## src/hw/rtl/serial_door_sequencer_defines.svh

```systemverilog
// ---------------------------------------------------------------------------
// Assertion macros shared by the door sequencer RTL.
// ---------------------------------------------------------------------------
`ifndef SERIAL_DOOR_SEQUENCER_DEFINES_SVH
`define SERIAL_DOOR_SEQUENCER_DEFINES_SVH

// The consequent must hold in the same cycle as the antecedent.
`define SDS_ASSERT_NOW(label, clk, rst_n, ante, cons, msg) \
  label: assert property (@(posedge clk) disable iff (!rst_n) (ante) |-> (cons)) \
    else $error(msg);

// The consequent must hold in the cycle after the antecedent.
`define SDS_ASSERT_NEXT(label, clk, rst_n, ante, cons, msg) \
  label: assert property (@(posedge clk) disable iff (!rst_n) (ante) |=> (cons)) \
    else $error(msg);

`endif

```

## src/hw/rtl/sds_pkg.sv

```systemverilog
// ---------------------------------------------------------------------------
// sds_pkg
// Types, codes and helper functions of the serial door sequencer.
// ---------------------------------------------------------------------------
package sds_pkg;

  typedef enum logic [1:0] {
    PH_IDLE    = 2'd0,
    PH_OPENING = 2'd1,
    PH_HOLD    = 2'd2,
    PH_CLOSING = 2'd3
  } phase_t;

  typedef enum logic [2:0] {
    RC_NONE     = 3'd0,
    RC_ACK_DONE = 3'd1,
    RC_PONG     = 3'd2,
    RC_ERR_BUSY = 3'd3,
    RC_ERR_CMD  = 3'd4
  } reply_t;

  // Outcome of one received byte as seen by the line assembler.
  typedef enum logic [1:0] {
    LC_NONE = 2'd0,
    LC_OPEN = 2'd1,
    LC_PING = 2'd2,
    LC_BAD  = 2'd3
  } line_cmd_t;

  typedef enum logic [1:0] {
    REG_MOVE_TIME  = 2'd0,
    REG_HOLD_OPEN  = 2'd1,
    REG_OPEN_ANGLE = 2'd2,
    REG_CLOSE_ANGLE = 2'd3
  } reg_idx_t;

  localparam logic [7:0] CHAR_CR = 8'h0D;
  localparam logic [7:0] CHAR_LF = 8'h0A;

  localparam logic [31:0] WORD_OPEN = {8'h4F, 8'h50, 8'h45, 8'h4E};  // "OPEN"
  localparam logic [31:0] WORD_PING = {8'h50, 8'h49, 8'h4E, 8'h47};  // "PING"
  localparam logic [31:0] WORD_CMD  = {8'h43, 8'h4D, 8'h44, 8'h3A};  // "CMD:"

  localparam int PREFIX_DEPTH = 8;

  localparam logic [7:0]  ANGLE_CEIL    = 8'd180;
  localparam logic [11:0] COMPARE_BASE  = 12'd500;
  // 2000/180 scaled by 2^18, rounded up; exact for every angle up to 180.
  localparam logic [21:0] COMPARE_RECIP = 22'd2912712;
  localparam int          COMPARE_SHIFT = 18;

  // Servo compare value in microseconds for an angle in degrees.
  function automatic logic [11:0] angle_to_compare(input logic [7:0] angle);
    logic [7:0]  a_sat;
    logic [29:0] prod;
    a_sat = (angle > ANGLE_CEIL) ? ANGLE_CEIL : angle;
    prod  = 30'(a_sat) * 30'(COMPARE_RECIP);
    return COMPARE_BASE + 12'(prod >> COMPARE_SHIFT);
  endfunction

endpackage

```

## src/hw/rtl/sds_if.sv

```systemverilog
// ---------------------------------------------------------------------------
// sds_in_if / sds_out_if
// Valid/ready channels for request items and result items.
// ---------------------------------------------------------------------------
interface sds_in_if;
  logic       valid;
  logic       ready;
  logic       req_type;
  logic [7:0] rx_data;

  modport source (output valid, output req_type, output rx_data, input ready);
  modport sink   (input valid, input req_type, input rx_data, output ready);
endinterface

interface sds_out_if;
  logic        valid;
  logic        ready;
  logic [2:0]  reply_code;
  logic [11:0] servo_compare;
  logic [1:0]  door_phase;

  modport source (output valid, output reply_code, output servo_compare,
                  output door_phase, input ready);
  modport sink   (input valid, input reply_code, input servo_compare,
                  input door_phase, output ready);
endinterface

```

## src/hw/rtl/sds_line.sv

```systemverilog
// ---------------------------------------------------------------------------
// sds_line
// Command line assembler: collects bytes, keeps the first eight, and
// decodes the line when LF arrives.
// ---------------------------------------------------------------------------
`include "serial_door_sequencer_defines.svh"

module sds_line
  import sds_pkg::*;
#(
  parameter int LINE_CAPACITY = 32
) (
  input  logic       clk,
  input  logic       rst_n,
  input  logic       byte_vld,
  input  logic [7:0] rx_data,
  output line_cmd_t  cmd
);

  localparam int              LEN_W   = $clog2(LINE_CAPACITY);
  localparam logic [LEN_W-1:0] LEN_MAX = LEN_W'(LINE_CAPACITY - 1);
  localparam logic [LEN_W-1:0] LEN_4   = LEN_W'(4);
  localparam logic [LEN_W-1:0] LEN_8   = LEN_W'(8);

  logic [LEN_W-1:0] len_r, len_nxt;
  logic [7:0]       prefix_r [PREFIX_DEPTH];
  logic [31:0]      head_word, tail_word;
  logic             in_prefix;
  logic             is_open, is_ping;

  assign head_word = {prefix_r[0], prefix_r[1], prefix_r[2], prefix_r[3]};
  assign tail_word = {prefix_r[4], prefix_r[5], prefix_r[6], prefix_r[7]};
  assign in_prefix = (len_r >> 3) == '0;

  // A line matches only at its exact length, bare or behind "CMD:".
  assign is_open = ((len_r == LEN_4) && (head_word == WORD_OPEN)) ||
                   ((len_r == LEN_8) && (head_word == WORD_CMD) && (tail_word == WORD_OPEN));
  assign is_ping = ((len_r == LEN_4) && (head_word == WORD_PING)) ||
                   ((len_r == LEN_8) && (head_word == WORD_CMD) && (tail_word == WORD_PING));

  always_comb begin
    len_nxt = len_r;
    cmd     = LC_NONE;
    if (byte_vld) begin
      priority if (rx_data == CHAR_CR) begin
        len_nxt = len_r;
      end else if (rx_data == CHAR_LF) begin
        len_nxt = '0;
        if (len_r != '0) begin
          priority if (is_open) cmd = LC_OPEN;
          else if (is_ping)     cmd = LC_PING;
          else                  cmd = LC_BAD;
        end
      end else if (len_r < LEN_MAX) begin
        len_nxt = len_r + LEN_W'(1);
      end else begin
        // Overlong line: drop it and report a bad command.
        len_nxt = '0;
        cmd     = LC_BAD;
      end
    end
  end

  always_ff @(posedge clk) begin
    if (!rst_n) begin
      len_r <= '0;
    end else begin
      len_r <= len_nxt;
    end
  end

  always_ff @(posedge clk) begin
    if (byte_vld && (rx_data != CHAR_CR) && (rx_data != CHAR_LF) &&
        (len_r < LEN_MAX) && in_prefix) begin
      prefix_r[len_r[2:0]] <= rx_data;
    end
  end

  `SDS_ASSERT_NOW(a_len_bound, clk, rst_n, 1'b1, len_r <= LEN_MAX, "line length over capacity")
  `SDS_ASSERT_NEXT(a_cr_keeps, clk, rst_n, byte_vld && (rx_data == CHAR_CR), len_r == $past(len_r), "CR changed line length")
  `SDS_ASSERT_NEXT(a_lf_clears, clk, rst_n, byte_vld && (rx_data == CHAR_LF), len_r == '0, "LF did not empty the line")

endmodule

```

## src/hw/rtl/serial_door_sequencer.sv

```systemverilog
// ---------------------------------------------------------------------------
// serial_door_sequencer
// Serial-commanded door servo sequencer with an APB register port.
// ---------------------------------------------------------------------------
// Each request is either a received serial byte or a one millisecond tick,
// and each one yields exactly one result carrying a reply code, the servo
// compare value and the door phase after that request. A request is taken
// in every cycle in which the result register is empty or being drained, and
// its result is valid in the next cycle; throughput is one request per clock,
// set by the single register stage between the request and result channels.
// No clearing pass runs after reset. Registers live at byte addresses 0
// (move time), 4 (hold time), 8 (open angle) and 12 (close angle).
`include "serial_door_sequencer_defines.svh"

module serial_door_sequencer
  import sds_pkg::*;
#(
  parameter int LINE_CAPACITY = 32
) (
  input  logic         clk,
  input  logic         rst_n,
  sds_in_if.sink       in_ch,
  sds_out_if.source    out_ch,
  input  logic         psel,
  input  logic         penable,
  input  logic         pwrite,
  input  logic [3:0]   paddr,
  input  logic [31:0]  pwdata,
  output logic [31:0]  prdata,
  output logic         pready
);

  logic [15:0] move_time_r, hold_open_r;
  logic [7:0]  open_angle_r, close_angle_r;
  logic        cfg_wr;
  reg_idx_t    cfg_idx;

  phase_t      phase_r, phase_nxt;
  logic [15:0] elapsed_r, elapsed_nxt, elapsed_inc;
  logic [11:0] servo_r, servo_nxt;
  logic [11:0] open_cmp, close_cmp;
  reply_t      reply_nxt;
  line_cmd_t   line_cmd;

  logic        in_acc, is_tick;
  logic        out_valid_r;
  reply_t      reply_r;
  logic [11:0] servo_out_r;
  phase_t      phase_out_r;

  // Register port.
  assign pready  = 1'b1;
  assign cfg_wr  = psel && penable && pwrite && pready;
  assign cfg_idx = reg_idx_t'(paddr[3:2]);

  always_ff @(posedge clk) begin
    if (!rst_n) begin
      move_time_r   <= 16'd500;
      hold_open_r   <= 16'd3000;
      open_angle_r  <= 8'd90;
      close_angle_r <= 8'd0;
    end else if (cfg_wr) begin
      unique case (cfg_idx)
        REG_MOVE_TIME:   move_time_r   <= pwdata[15:0];
        REG_HOLD_OPEN:   hold_open_r   <= pwdata[15:0];
        REG_OPEN_ANGLE:  open_angle_r  <= pwdata[7:0];
        REG_CLOSE_ANGLE: close_angle_r <= pwdata[7:0];
        default: ;
      endcase
    end
  end

  always_comb begin
    unique case (cfg_idx)
      REG_MOVE_TIME:   prdata = {16'd0, move_time_r};
      REG_HOLD_OPEN:   prdata = {16'd0, hold_open_r};
      REG_OPEN_ANGLE:  prdata = {24'd0, open_angle_r};
      REG_CLOSE_ANGLE: prdata = {24'd0, close_angle_r};
      default:         prdata = '0;
    endcase
  end

  // Request channel.
  assign in_ch.ready = !out_valid_r || out_ch.ready;
  assign in_acc      = in_ch.valid && in_ch.ready;
  assign is_tick     = in_ch.req_type;

  sds_line #(
    .LINE_CAPACITY(LINE_CAPACITY)
  ) u_line (
    .clk      (clk),
    .rst_n    (rst_n),
    .byte_vld (in_acc && !is_tick),
    .rx_data  (in_ch.rx_data),
    .cmd      (line_cmd)
  );

  assign open_cmp    = angle_to_compare(open_angle_r);
  assign close_cmp   = angle_to_compare(close_angle_r);
  assign elapsed_inc = (elapsed_r == 16'hFFFF) ? elapsed_r : elapsed_r + 16'd1;

  // Door sequencer: next state.
  always_comb begin
    phase_nxt   = phase_r;
    elapsed_nxt = elapsed_r;
    servo_nxt   = servo_r;
    if (in_acc) begin
      if (is_tick) begin
        unique case (phase_r)
          PH_IDLE: ;
          PH_OPENING: begin
            if (elapsed_inc >= move_time_r) begin
              phase_nxt   = PH_HOLD;
              elapsed_nxt = '0;
            end else begin
              elapsed_nxt = elapsed_inc;
            end
          end
          PH_HOLD: begin
            if (elapsed_inc >= hold_open_r) begin
              phase_nxt   = PH_CLOSING;
              elapsed_nxt = '0;
              servo_nxt   = close_cmp;
            end else begin
              elapsed_nxt = elapsed_inc;
            end
          end
          PH_CLOSING: begin
            if (elapsed_inc >= move_time_r) begin
              phase_nxt   = PH_IDLE;
              elapsed_nxt = '0;
              servo_nxt   = '0;
            end else begin
              elapsed_nxt = elapsed_inc;
            end
          end
          default: ;
        endcase
      end else if ((line_cmd == LC_OPEN) && (phase_r == PH_IDLE)) begin
        phase_nxt   = PH_OPENING;
        elapsed_nxt = '0;
        servo_nxt   = open_cmp;
      end
    end
  end

  // Door sequencer: reply code.
  always_comb begin
    reply_nxt = RC_NONE;
    if (is_tick) begin
      if ((phase_r == PH_OPENING) && (elapsed_inc >= move_time_r)) begin
        reply_nxt = RC_ACK_DONE;
      end
    end else begin
      unique case (line_cmd)
        LC_NONE: reply_nxt = RC_NONE;
        LC_OPEN: reply_nxt = (phase_r == PH_IDLE) ? RC_NONE : RC_ERR_BUSY;
        LC_PING: reply_nxt = RC_PONG;
        LC_BAD:  reply_nxt = RC_ERR_CMD;
        default: reply_nxt = RC_NONE;
      endcase
    end
  end

  always_ff @(posedge clk) begin
    if (!rst_n) begin
      phase_r   <= PH_IDLE;
      elapsed_r <= '0;
      servo_r   <= '0;
    end else begin
      phase_r   <= phase_nxt;
      elapsed_r <= elapsed_nxt;
      servo_r   <= servo_nxt;
    end
  end

  // Result register.
  always_ff @(posedge clk) begin
    if (!rst_n) begin
      out_valid_r <= 1'b0;
    end else if (in_acc) begin
      out_valid_r <= 1'b1;
    end else if (out_ch.ready) begin
      out_valid_r <= 1'b0;
    end
  end

  always_ff @(posedge clk) begin
    if (in_acc) begin
      reply_r     <= reply_nxt;
      servo_out_r <= servo_nxt;
      phase_out_r <= phase_nxt;
    end
  end

  assign out_ch.valid         = out_valid_r;
  assign out_ch.reply_code    = reply_r;
  assign out_ch.servo_compare = servo_out_r;
  assign out_ch.door_phase    = phase_out_r;

  `SDS_ASSERT_NOW(a_servo_idle, clk, rst_n, 1'b1, (phase_r == PH_IDLE) == (servo_r == '0), "servo level disagrees with idle phase")
  `SDS_ASSERT_NOW(a_idle_count, clk, rst_n, phase_r == PH_IDLE, elapsed_r == '0, "tick count running while idle")
  `SDS_ASSERT_NEXT(a_ack_hold, clk, rst_n, in_acc && (reply_nxt == RC_ACK_DONE), phase_r == PH_HOLD, "ACK:DONE without entering hold")

endmodule
```

## src/flat_wrapper.sv

```systemverilog
// flat-port wrapper written by rule: the top's interface ports become plain ports
module serial_door_sequencer_flat import sds_pkg::*;
#(
  parameter int LINE_CAPACITY = 32
)
  (clk, rst_n, psel, penable, pwrite, paddr, pwdata, prdata, pready, in_ch_valid, in_ch_req_type, in_ch_rx_data, in_ch_ready, out_ch_valid, out_ch_reply_code, out_ch_servo_compare, out_ch_door_phase, out_ch_ready);
  sds_in_if in_ch_i ();
  sds_out_if out_ch_i ();
  input  logic clk;
  input  logic rst_n;
  input  logic psel;
  input  logic penable;
  input  logic pwrite;
  input  logic [3:0] paddr;
  input  logic [31:0] pwdata;
  output logic [31:0] prdata;
  output logic pready;
  input wire logic [$bits(in_ch_i.valid)-1:0] in_ch_valid;
  input wire logic [$bits(in_ch_i.req_type)-1:0] in_ch_req_type;
  input wire logic [$bits(in_ch_i.rx_data)-1:0] in_ch_rx_data;
  output wire logic [$bits(in_ch_i.ready)-1:0] in_ch_ready;
  output wire logic [$bits(out_ch_i.valid)-1:0] out_ch_valid;
  output wire logic [$bits(out_ch_i.reply_code)-1:0] out_ch_reply_code;
  output wire logic [$bits(out_ch_i.servo_compare)-1:0] out_ch_servo_compare;
  output wire logic [$bits(out_ch_i.door_phase)-1:0] out_ch_door_phase;
  input wire logic [$bits(out_ch_i.ready)-1:0] out_ch_ready;
  assign in_ch_i.valid = in_ch_valid;
  assign in_ch_i.req_type = in_ch_req_type;
  assign in_ch_i.rx_data = in_ch_rx_data;
  assign in_ch_ready = in_ch_i.ready;
  assign out_ch_valid = out_ch_i.valid;
  assign out_ch_reply_code = out_ch_i.reply_code;
  assign out_ch_servo_compare = out_ch_i.servo_compare;
  assign out_ch_door_phase = out_ch_i.door_phase;
  assign out_ch_i.ready = out_ch_ready;
  serial_door_sequencer #(.LINE_CAPACITY(LINE_CAPACITY)) u_core (.clk(clk), .rst_n(rst_n), .in_ch(in_ch_i), .out_ch(out_ch_i), .psel(psel), .penable(penable), .pwrite(pwrite), .paddr(paddr), .pwdata(pwdata), .prdata(prdata), .pready(pready));
endmodule
```

## config.mk

```make
export PLATFORM = sky130hd
export DESIGN_NAME = serial_door_sequencer_flat
export DESIGN_NICKNAME = d
export VERILOG_FILES = /design/src/hw/rtl/sds_pkg.sv /design/src/hw/rtl/sds_if.sv /design/src/hw/rtl/sds_line.sv /design/src/hw/rtl/serial_door_sequencer.sv /design/src/flat_wrapper.sv
export VERILOG_INCLUDE_DIRS = /design/src /design/src/hw/rtl
export SDC_FILE = /design/constraint.sdc
export NUM_CORES = 1
export LEC_CHECK = 0
export BUFFER_PORTS_ARGS = -buffer_cell sky130_fd_sc_hd__buf_2
export CORE_AREA = 4 4 210 212
export CTS_CLUSTER_SIZE = 25
export DETAILED_ROUTE_END_ITERATION = 12
export DIE_AREA = 0 0 214 216
export PLACE_DENSITY_LB_ADDON = 0.08
export SKIP_LAST_GASP = 1
export SYNTH_ARGS = -nofsm -noshare
export SYNTH_HDL_FRONTEND = slang
export SYNTH_SLANG_ARGS = --single-unit
```

## constraint.sdc

```tcl
create_clock -name clk -period 17.5 [get_ports clk]
set_clock_uncertainty 0.2 [all_clocks]
set_input_delay 0.875 -clock clk [delete_from_list [all_inputs] [get_ports clk]]
set_output_delay 0.875 -clock clk [all_outputs]
set_load 0.05 [all_outputs]
```

**Word level (Yosys, flattened, before mapping)**

Memory sizes are Yosys's and may differ from the RTL's.
Cells that the tools add are included.

- Flip-flop bits (word level): 101
- RAM bits: 64
- Input bits: 52
- Output and inout port bits: 52
- Memories kept: 1

- Add/subtract/negate cells: 4
- Multiply operators: 2
- Magnitude comparators: 5
- Equality and inequality tests: 22
- Muxes and demuxes: 39
- Bitwise gates (word level): 1
- Reductions and logical operators: 34

Memory list:

| memory | words | width | rd ports | clocked after memory_dff | wr ports | line | text |
|---|---|---|---|---|---|---|---|
| u_core.u_line.prefix_r | 8 | 8 | 8 | 0 | 1 | sds_line.sv:26 | `logic [7:0] prefix_r [PREFIX_DEPTH];` |

Operator list:

| cell | number |
|---|---|
| 32-bit by 31-bit equality test with 1-bit output, second input constant | 5 |
| 32-bit one-hot mux with 4 select lines | 1 |
| 16-bit 2-to-1 mux | 5 |
| 12-bit 2-to-1 mux | 5 |
| 8-bit by 19-bit multiplier with 27-bit output, second input constant | 2 |
| 16-bit greater-or-equal comparator | 2 |
| 16-bit one-hot mux with 2 select lines | 1 |
| 2-bit 2-to-1 mux | 13 |
| 9-bit by 12-bit adder with 12-bit output, first input constant | 2 |
| 12-bit one-hot mux with 2 select lines | 1 |
| 16-bit by 1-bit adder with 16-bit output, second input constant | 1 |
| 16-bit equality test, second input constant | 1 |
| 8-bit by 4-bit equality test with 1-bit output, second input constant | 2 |
| 8-bit > comparator, second input constant | 2 |
| 8-bit 2-to-1 mux | 2 |
| 8-bit by 4-bit != test with 1-bit output, second input constant | 2 |
| 1-bit logical AND | 15 |
| 2-bit equality test, second input constant | 6 |
| 3-bit one-hot mux with 4 select lines | 1 |
| 5-bit 2-to-1 mux | 2 |
| 2-bit AND reduction | 5 |
| 2-bit by 1-bit equality test with 1-bit output, second input constant | 3 |
| 2-bit logical NOT | 3 |
| 1-bit 2-to-1 mux | 6 |
| other kinds (15) | 19 |

**Logic depth before layout (Yosys ltp)**

Gate-level depths: netlist (run 1).
An unclocked memory read counts as a cell.

- Depth after elaboration: 16
- Mapped depth: 24

**Modules after synthesis**

A second synthesis (run 1) with hierarchy kept.

- Cells, all modules: 1336
- Area, all modules: 12622.1 um2

By module, submodules not included:

| module | times used | cells an instance | area each (um2) | seq. area each (um2) |
|---|---|---|---|---|
| serial_door_sequencer | 1 | 1166 | 9912.0 | 2092.0 |
| sds_line | 1 | 170 | 2710.1 | 2021.9 |

**Worst setup path after synthesis (run 1)**

Ideal clock, no wire load.

- Path type: reg-to-reg
- Start: reg u_core.close_angle_r[2]
- End: reg u_core.servo_out_r[11], in the netlist u_core.out_ch.servo_compare[11], data pin
- Arrival time: 5.428 ns
- Slack: 11.614 ns
- Cell stages (with the launch flop): 22
- Path buffers: 1
- Period minus slack after synthesis: 5.886 ns
- Cell sequence: dfxtp_1 -> o211a_1 -> o21ai_0 -> nand2b_1 -> ha_1 -> clkbuf_1 -> fa_1 -> inv_1 -> fa_1 -> inv_1 -> fa_1 -> ha_1 -> and4_4 -> and3_4 -> a211o_1 -> a222oi_1 -> a21oi_1 -> or2_4 -> nor4_4 -> mux2_4 -> a21oi_2 -> o21ai_1

- Word-level cells in the longest chain between the ends: 8

RTL lines:

| item | line | text |
|---|---|---|
| start: declaration | serial_door_sequencer.sv:34 | `logic [7:0] open_angle_r, close_angle_r;` |
| start signal: assignment | serial_door_sequencer.sv:67 | `REG_CLOSE_ANGLE: close_angle_r <= pwdata[7:0];` |
| 8-bit > comparator | sds_pkg.sv:56 | `a_sat = (angle > ANGLE_CEIL) ? ANGLE_CEIL : angle;` |
| 8-bit 2-to-1 mux (*) | sds_pkg.sv:56 |  |
| 8-bit by 19-bit multiplier with 27-bit output (*) | sds_pkg.sv:57 | `prod = 30'(a_sat) * 30'(COMPARE_RECIP);` |
| 9-bit by 12-bit adder with 12-bit output (*) | sds_pkg.sv:58 | `return COMPARE_BASE + 12'(prod >> COMPARE_SHIFT);` |
| 12-bit 2-to-1 mux (*) | serial_door_sequencer.sv:120 | `if (elapsed_inc >= hold_open_r) begin` |
| 12-bit one-hot mux with 2 select lines (*) | serial_door_sequencer.sv:109 | `unique case (phase_r)` |
| 12-bit 2-to-1 mux (*) | serial_door_sequencer.sv:108 | `if (is_tick) begin` |
| 12-bit 2-to-1 mux (*) | serial_door_sequencer.sv:107 | `if (in_acc) begin` |
| via u_core.servo_nxt[11] | serial_door_sequencer.sv:40 | `logic [11:0] servo_r, servo_nxt;` |
| end signal: assignment | serial_door_sequencer.sv:191 | `servo_out_r <= servo_nxt;` |
| end: declaration | serial_door_sequencer.sv:48 | `logic [11:0] servo_out_r;` |

Mark *: on every way through the listed nets, which the timed path passes. The rest lies on a longest branch.
A chain may end at the register's enable or synchronous reset.

**Final worst setup path (run 1)**

- Start: reg u_core.close_angle_r[2]
- End: reg u_core.servo_out_r[10], in the netlist u_core.out_ch.servo_compare[10], data pin

The elaborated chain is that of the path after synthesis.

==> results of run 1 <==
final cells by class:
type                            count  area share (%)
Timing Repair Buffer               74            2.76
Clock buffer                       19            3.10
Inverter                          160            4.30
Multi-Input combinational cell    980            54.7
Clock inverter                     13           0.852
Tap cell                          539            4.83
Sequential cell                   165            29.5
metrics by stage:
stage	power, mW	std cells	hold slack, ns	setup slack (ns)	util (%)
2_1_floorplan	0.615	1363	0.244	11.61	-
3_5_place_dp	0.692	1918	0.261	10.54	31.9
4_1_cts	1.06	1950	0.271	10.52	33.3
3_3_place_gp	0.694	1918	0.260	10.56	31.9
6_report	1.04	1950	0.269	10.68	33.3
5_1_grt	1.11	1950	0.292	10.09	33.3
worst paths after layout:
path | start | cells past startpoint | slack, ns | end
setup / recovery | u_core.close_angle_r[2]$_SDFFE_PN0P_ | 21 | 10.68 | u_core.out_ch.servo_compare[10]$_DFFE_PP_
hold / removal | u_core.move_time_r[11]$_SDFFE_PN0P_ | 2 | 0.27 | u_core.move_time_r[11]$_SDFFE_PN0P_
hold reg to reg | u_core.move_time_r[11]$_SDFFE_PN0P_ | 2 | 0.27 | u_core.move_time_r[11]$_SDFFE_PN0P_
setup reg to reg | u_core.close_angle_r[2]$_SDFFE_PN0P_ | 21 | 10.68 | u_core.out_ch.servo_compare[10]$_DFFE_PP_
flip-flops by register name, summed over array words and instances (netlist names):
register and flops:
u_core.phase_r 2, u_core.move_time_r 16, u_core.u_line.len_r 5, u_core.elapsed_r 16
u_core.out_ch.valid 1, u_core.servo_r 12, u_core.out_ch.door_phase 2, u_core.hold_open_r 16
u_core.out_ch.reply_code 3, u_core.close_angle_r 8, u_core.out_ch.servo_compare 12, u_core.open_angle_r 8
u_core.u_line.prefix_r 64
kinds of logic after synthesis:
family	Yosys count
AO/OA/AOI/OAI	258
buffers and inverters	218
other	2
AND/OR/NAND/NOR	431
adder cells (fa/ha/maj)	195
XOR/XNOR	41
multiplexers	36
flip-flops	165
worst max-delay path, cell delays in order (launching register included):
cell       delay [ns]
dfxtp_1          0.34
o211a_1          0.22
o21ai_0          0.38
nand2b_1         0.35
ha_1             0.32
fa_1             0.50
inv_1            0.09
fa_1             0.51
fa_1             0.55
inv_1            0.05
ha_1             0.43
and3_1           0.26
and3_2           0.21
o21ai_0          0.23
nand2_1          0.14
xor2_1           0.19
ha_1             0.27
nor4_4           0.46
a21oi_1          0.16
nor3b_1          0.18
a2111oi_2        0.34
nand3_1          0.16
power by group through the flow:
stage	Combinational, mW	Clock, mW	Sequential (mW)
2_1_floorplan	0.187	0	0.428
3_3_place_gp	0.272	0	0.422
3_5_place_dp	0.269	0	0.422
4_1_cts	0.272	0.379	0.414
5_1_grt	0.300	0.395	0.414
6_report	0.267	0.364	0.414
cell usage after synthesis, types with 5 or more instances:
cell type	n
nand2_1	128
nor2b_1	8
o21ai_0	37
xnor2_1	29
inv_1	160
mux2i_1	23
nand4_1	22
a31oi_1	7
clkbuf_1	32
buf_4	17
nor4_1	8
dfxtp_1	84
fa_1	44
edfxtp_1	81
o211ai_1	22
a21oi_1	90
nand4b_1	7
ha_1	151
and2_1	18
o21a_1	9
nor4b_1	8
a211oi_1	8
a21o_1	19
and3_1	14
nand3_1	38
nand2b_1	15
nor2_1	93
a22oi_1	17
xor2_1	12
or3_1	7
nor3_1	25
and4_1	7
mux4_2	8
nor4bb_1	5
routing by layer:
| metal | GRT usage (%) | vias to the layer above | routed length [µm] |
|---|---|---|---|
| li1 | - | 4865 | - |
| met1 | 21.0 | 4614 | 17200 |
| met2 | 24.0 | 135 | 15700 |
| met3 | 3.09 | 22 | 1100 |
| met4 | 2.92 | 0 | 382 |
| met5 | 0 | - | 0 |
==> out/qor.yml, run 1 <==
run_status:
  outcome: "complete, no violations"
routing:
  via_per_inst: 4.94
  drtIter0Drc: 367
  vias: 9636
  postRouteAntennaNets: 0
  drtPass1Iterations: 5
  drt_wl_total_um: 34300
  wl_per_cell_um: 17.6
  drc: 0
sta:
  tightest_slew_ns: 1.16
  tns_ns: 0
  maxSlewHeadroom_pct: 22.3
  hold_violations: 0
  finalSetupViolCount: 0
  max_freq_mhz: 147
  rsz0062_at_grt: "false"
  fin_crit_sh_pct: 39.0
  period_needed_ns: 6.82
  final_max_slew_viol_count: 0
die:
  coreArea_um2: 41900
  rows: 75
  dieArea_um2: 46200
  pin_count: 104
  start_util_pct: 30.0
  dieHeight_um: 216
  die_w_um: 214
cts:
  clkSinkCount: 165
  holdBufCountCts: 0
  clockRootBuffer: "clkbuf_16"
  clk_pin_slew_worst_paths_ns: 0.07
  cts-resized-gates: 0
  cts_buffers: 17
  clock_path_buffers: 2
  cts_htree_levels: 4
  post_cts_buffers: 0
  cts_tree: "done"
  clock_latency_ns: 0.45
setup_path:
  crit_arrival_ns: 6.79
  required_ns: 17.47
  crit_path_end_kind: "flip-flop"
  critPathMaxFanout: 10
  criticalPathCategory: "reg -> reg"
  startpoint_type: "flip-flop"
layout:
  drive_above_1_share_pct: 9.99
  synthToLayoutAreaGrowth_pct: 10.9
  layout_commonest_cell: "inv_1"
  num_antenna_cells: 0
  multi_input_area_um2: 7630
  final_cell_mix: "159 x inv_1, 151 x ha_1, 128 x nand2_1"
  fillers: 4369
  fin_nets: 1645
  seq_area_um2: 4110
  design_area_um2: 14000
power:
  pwr-share-clk_pct: 34.9
  powerDensity_nw_per_um2: 74.9
  switching_power_mw: 0.355
  p_leak_nw: 6.17
  pwr-share-comb_pct: 25.5
  internal_power_mw: 0.689
  peakVddDrop_uv: 56.7
  seqPwrFrac_pct: 39.6
  switching_share_pct: 34.0
logic_synthesis:
  synth_adder_area_share_pct: 22.0
  synth_ff_type: "dfxtp_1"
  muxShareOfSynthArea_pct: 3.74
  synth_area_leaders: "edfxtp_1 19%, ha_1 15%, dfxtp_1 13%"
  synth_seq_cells: 165
  synth_top_family_by_area: "adder cells"
  yosysTopAreaCell: "edfxtp_1"
  async_reset_ff_share_pct: 0
  synth_compound_area_share_pct: 13.8
  ys_warn_count: 0
  synth_edf_count: 81
  syn_inst: 1346
  yosys.area_share.simple_pct: 17.6
  ys_types: 85
  synth_area_per_cell_um2: 9.35
  synth_area_um2: 12600
  yosysSeqAreaShare_pct: 32.7
  synth_xor_area_share_pct: 2.85
  synth_top_area_share_pct: 19.3
grt:
  grt_start_max_net_pins: 53
  grt_use_total_pct: 14.9
  grt.overflow.total: 0
  grt_pass1_vias: 9746
  grt_pass1_wl_um: 55000
  antenna_found_initial: 1
min_path:
  hold_class: "reg -> reg"
placement:
  gp_congestion: 0.782
  placed_area_um2: 13400
  dp_hpwl_um: 27200
  portBuffers: 68
flow_run:
  drv_cap: 0
(Power assumes the default switching activity.)
==> run 2: changes to the inputs <==
--- a/config.mk
+++ b/config.mk
@@ -6,11 +6,12 @@
 export SDC_FILE = /design/constraint.sdc
 export NUM_CORES = 1
 export LEC_CHECK = 0
+export ABC_AREA = 1
 export BUFFER_PORTS_ARGS = -buffer_cell sky130_fd_sc_hd__buf_2
-export CORE_AREA = 4 4 210 212
+export CORE_AREA = 4 4 213 215
 export CTS_CLUSTER_SIZE = 25
 export DETAILED_ROUTE_END_ITERATION = 12
-export DIE_AREA = 0 0 214 216
+export DIE_AREA = 0 0 217 219
 export PLACE_DENSITY_LB_ADDON = 0.08
 export SKIP_LAST_GASP = 1
 export SYNTH_ARGS = -nofsm -noshare
==> constraint.sdc (replaced) <==
create_clock -name clk -period 6.5 [get_ports clk]
set_clock_uncertainty 0.2 [all_clocks]
set_input_delay 0.325 -clock clk [delete_from_list [all_inputs] [get_ports clk]]
set_output_delay 0.325 -clock clk [all_outputs]
set_load 0.05 [all_outputs]
==> run 2 against run 1 <==
  * Hold slack worse by 0.25 ns
  * Sequential power grew to 2.7 times the previous value
  * Synthesized area is 2.5% higher
  * Cell count is 19% higher
  * Largest power group unchanged
==> out/qor.yml, run 2 <==
setup_path:
  crit_path_end_kind: "flip-flop"  # unchanged
  crit_slowest_cell: "fa_1"  # unchanged
  criticalPathCategory: "reg -> reg"  # unchanged
  cpMostUsedCell: "nand2_1"
  max_stage_delay_ns: 0.57  # was 0.55 ns
  crit_arrival_ns: 6.06  # was 6.79 ns
  crit_family: "adder cells"  # unchanged
  startpoint_type: "flip-flop"  # unchanged
  critPathMaxFanout: 6  # was 10
  crit_cells: 32  # was 21
  required_ns: 6.51  # was 17.47 ns
  r2r_cells: 32  # was 21
  path_buf_inv: 6  # was 2
grt:
  grt_pass1_wl_um: 58400  # was 55000 µm
  grt.overflow.total: 0  # unchanged
  grt_use_total_pct: 15.6  # was 14.9%
  antenna_found_initial: 1  # unchanged
  grt_pass1_vias: 10500  # was 9746
  grt_start_max_net_pins: 46  # was 53
placement:
  portBuffers: 68  # unchanged
  post-place-ws_ns: 0.318  # was 10.54 ns
  dp_cells: 2269  # was 1918
  placed_area_um2: 13800  # was 13400 µm²
  gp_congestion: 0.807  # was 0.782
  dp_hpwl_um: 29600  # was 27200 µm
cts:
  cts_tree: "done"  # unchanged
  cts_htree_levels: 4  # unchanged
  clk_pin_slew_worst_paths_ns: 0.08  # was 0.07 ns
  clock_path_buffers: 2  # unchanged
  cts_buffers: 17  # unchanged
  clockRootBuffer: "clkbuf_16"  # unchanged
  clkSinkCount: 165  # unchanged
  clock_latency_ns: 0.46  # was 0.45 ns
sta:
  hold_violations: 0  # unchanged
  tightest_slew_ns: 1.09  # was 1.16 ns
  fin_crit_sh_pct: 93.0  # was 39.0%
  fin_ws_ns: 0.452  # was 10.68 ns
  period_needed_ns: 6.05  # was 6.82 ns
  final_max_slew_viol_count: 0  # unchanged
  rsz0062_at_grt: "false"  # unchanged
  max_freq_mhz: 165  # was 147 MHz
  maxSlewHeadroom_pct: 26.8  # was 22.3%
  finalSetupViolCount: 0  # unchanged
  tns_ns: 0  # unchanged
logic_synthesis:
  yosysSeqAreaShare_pct: 31.9  # was 32.7%
  synth_area_leaders: "edfxtp_1 19%, ha_1 15%, dfxtp_1 13%"  # unchanged
  synth_top_area_share_pct: 18.8  # was 19.3%
  yosysMostFrequentCell: "inv_1"  # unchanged
  muxShareOfSynthArea_pct: 0  # was 3.74%
  yosys.area_share.simple_pct: 21.0  # was 17.6%
  synth_area_per_cell_um2: 7.92  # was 9.35 µm²
  synth_edf_count: 81  # unchanged
  synth_area_um2: 12900  # was 12600 µm²
  synth_top_family_by_area: "adder cells"  # unchanged
  synth_compound_area_share_pct: 12.8  # was 13.8%
  ys_types: 57  # was 85
  synth_adder_area_share_pct: 21.5  # was 22.0%
  yosysTopAreaCell: "edfxtp_1"  # unchanged
  async_reset_ff_share_pct: 0  # unchanged
  ys_warn_count: 0  # unchanged
  synth_seq_cells: 165  # unchanged
  synth_xor_area_share_pct: 1.96  # was 2.85%
  synth_ff_type: "dfxtp_1"  # unchanged
  syn_inst: 1629  # was 1346
  synth_commonest_cells: "285 x inv_1, 272 x nand2_1, 151 x ha_1, 126 x nor2_1, 125 x a21oi_1"  # was 160 x inv_1, 151 x ha_1, 128 x nand2_1, 93 x nor2_1, 90 x a21oi_1
layout:
  layout_commonest_cell: "inv_1"  # unchanged
  synthToLayoutAreaGrowth_pct: 13.4  # was 10.9%
  fillers: 4723  # was 4369
  final_cell_mix: "285 x inv_1, 272 x nand2_1, 151 x ha_1"  # was 159 x inv_1, 151 x ha_1, 128 x nand2_1
  largest_reg_flops: 64  # unchanged
  fin_nets: 1961  # was 1645
  design_area_um2: 14600  # was 14000 µm²
  fin_cells: 2319  # was 1950
  num_antenna_cells: 0  # unchanged
  drive_above_1_share_pct: 9.73  # was 9.99%
power:
  peakVddDrop_uv: 182  # was 56.7 µV
  finalPower_mw: 3.20  # was 1.04 mW
  p_leak_nw: 6.87  # was 6.17 nW
  powerDensity_nw_per_um2: 219  # was 74.9 nW/µm²
routing:
  drc: 0  # unchanged
  postRouteAntennaNets: 0  # unchanged
  drtPass1Iterations: 5  # unchanged
  via_per_inst: 4.59  # was 4.94
  vias: 10600  # was 9636
  drt_wl_total_um: 36500  # was 34300 µm
  wl_per_cell_um: 15.7  # was 17.6 µm
  drtIter0Drc: 529  # was 367
die:
  die_w_um: 217  # was 214 µm
  pin_count: 104  # unchanged
  rows: 77  # was 75
  start_util_pct: 29.5  # was 30.0%
  coreArea_um2: 43700  # was 41900 µm²
  dieHeight_um: 219  # was 216 µm
  dieArea_um2: 47500  # was 46200 µm²
min_path:
  hold_class: "in -> reg"  # was reg -> reg
  holdPathStages: 1  # was 2
flow_run:
  drv_cap: 0  # unchanged
run_status:
  outcome: "complete, no violations"  # unchanged
[run 2: cells by family after synthesis]
kind of cell,after synthesis
AND/OR/NAND/NOR,597
XOR/XNOR,28
buffers and inverters,346
adder cells (fa/ha/maj),195
flip-flops,165
other,2
AO/OA/AOI/OAI,296
[run 2: path summary, 6_finish.rpt]
| kind | startpoint | to | slack, ns |
|---|---|---|---|
| max | u_core.close_angle_r[6]$_SDFFE_PN0P_ | u_core.out_ch.servo_compare[10]$_DFFE_PP_ | 0.45 |
| min | in_ch_rx_data[6] | u_core.u_line.prefix_r[4][6]$_DFFE_PP_ | 0.02 |
| max reg2reg | u_core.close_angle_r[6]$_SDFFE_PN0P_ | u_core.out_ch.servo_compare[10]$_DFFE_PP_ | 0.45 |
| min reg2reg | u_core.move_time_r[1]$_SDFFE_PN0P_ | u_core.move_time_r[1]$_SDFFE_PN0P_ | 0.29 |
[run 2: power breakdown]
part | internal, mW | leakage [nW] | switching [mW]
sequential | 1.11 | 1.43 | 0.0162
combinational | 0.331 | 5.14 | 0.694
clock | 0.553 | 0.296 | 0.494
total | 2.00 | 6.87 | 1.20
[run 2: metal layers]
metal  vias up  global-route usage (%)  wire length, µm
met4         0                    4.24              576
li1       5558                       -                -
met1      4894                    23.3            19100
met2       160                    23.6            15600
met3        26                    2.12             1170
met5         -                       0                0
[run 2: layout make-up]
type	count	area [µm²]	share of cell area [%]
tap	592	741	5.06
inverter	299	1120	7.67
clock inverter	15	175	1.20
sequential	165	4120	28.1
clock buffer	17	425	2.91
timing repair buffer	96	596	4.07
multi-input combinational	1135	7460	51.0
[run 2: stage by stage]
step	util [%]	hold WS, ns
6_report	33.5	0.0190
5_1_grt	33.5	0.0239
4_1_cts	33.4	0.00253
3_5_place_dp	31.7	0.285
3_3_place_gp	31.7	0.286
2_1_floorplan	-	0.224
[run 2: what timing repair did]
item                                    4_1_cts  5_1_grt
endpoints found under the setup margin        0        7
setup buffers                                 0        0
endpoints found under the hold margin        42        0
resized for setup                             0        3
hold buffers                                 18        0
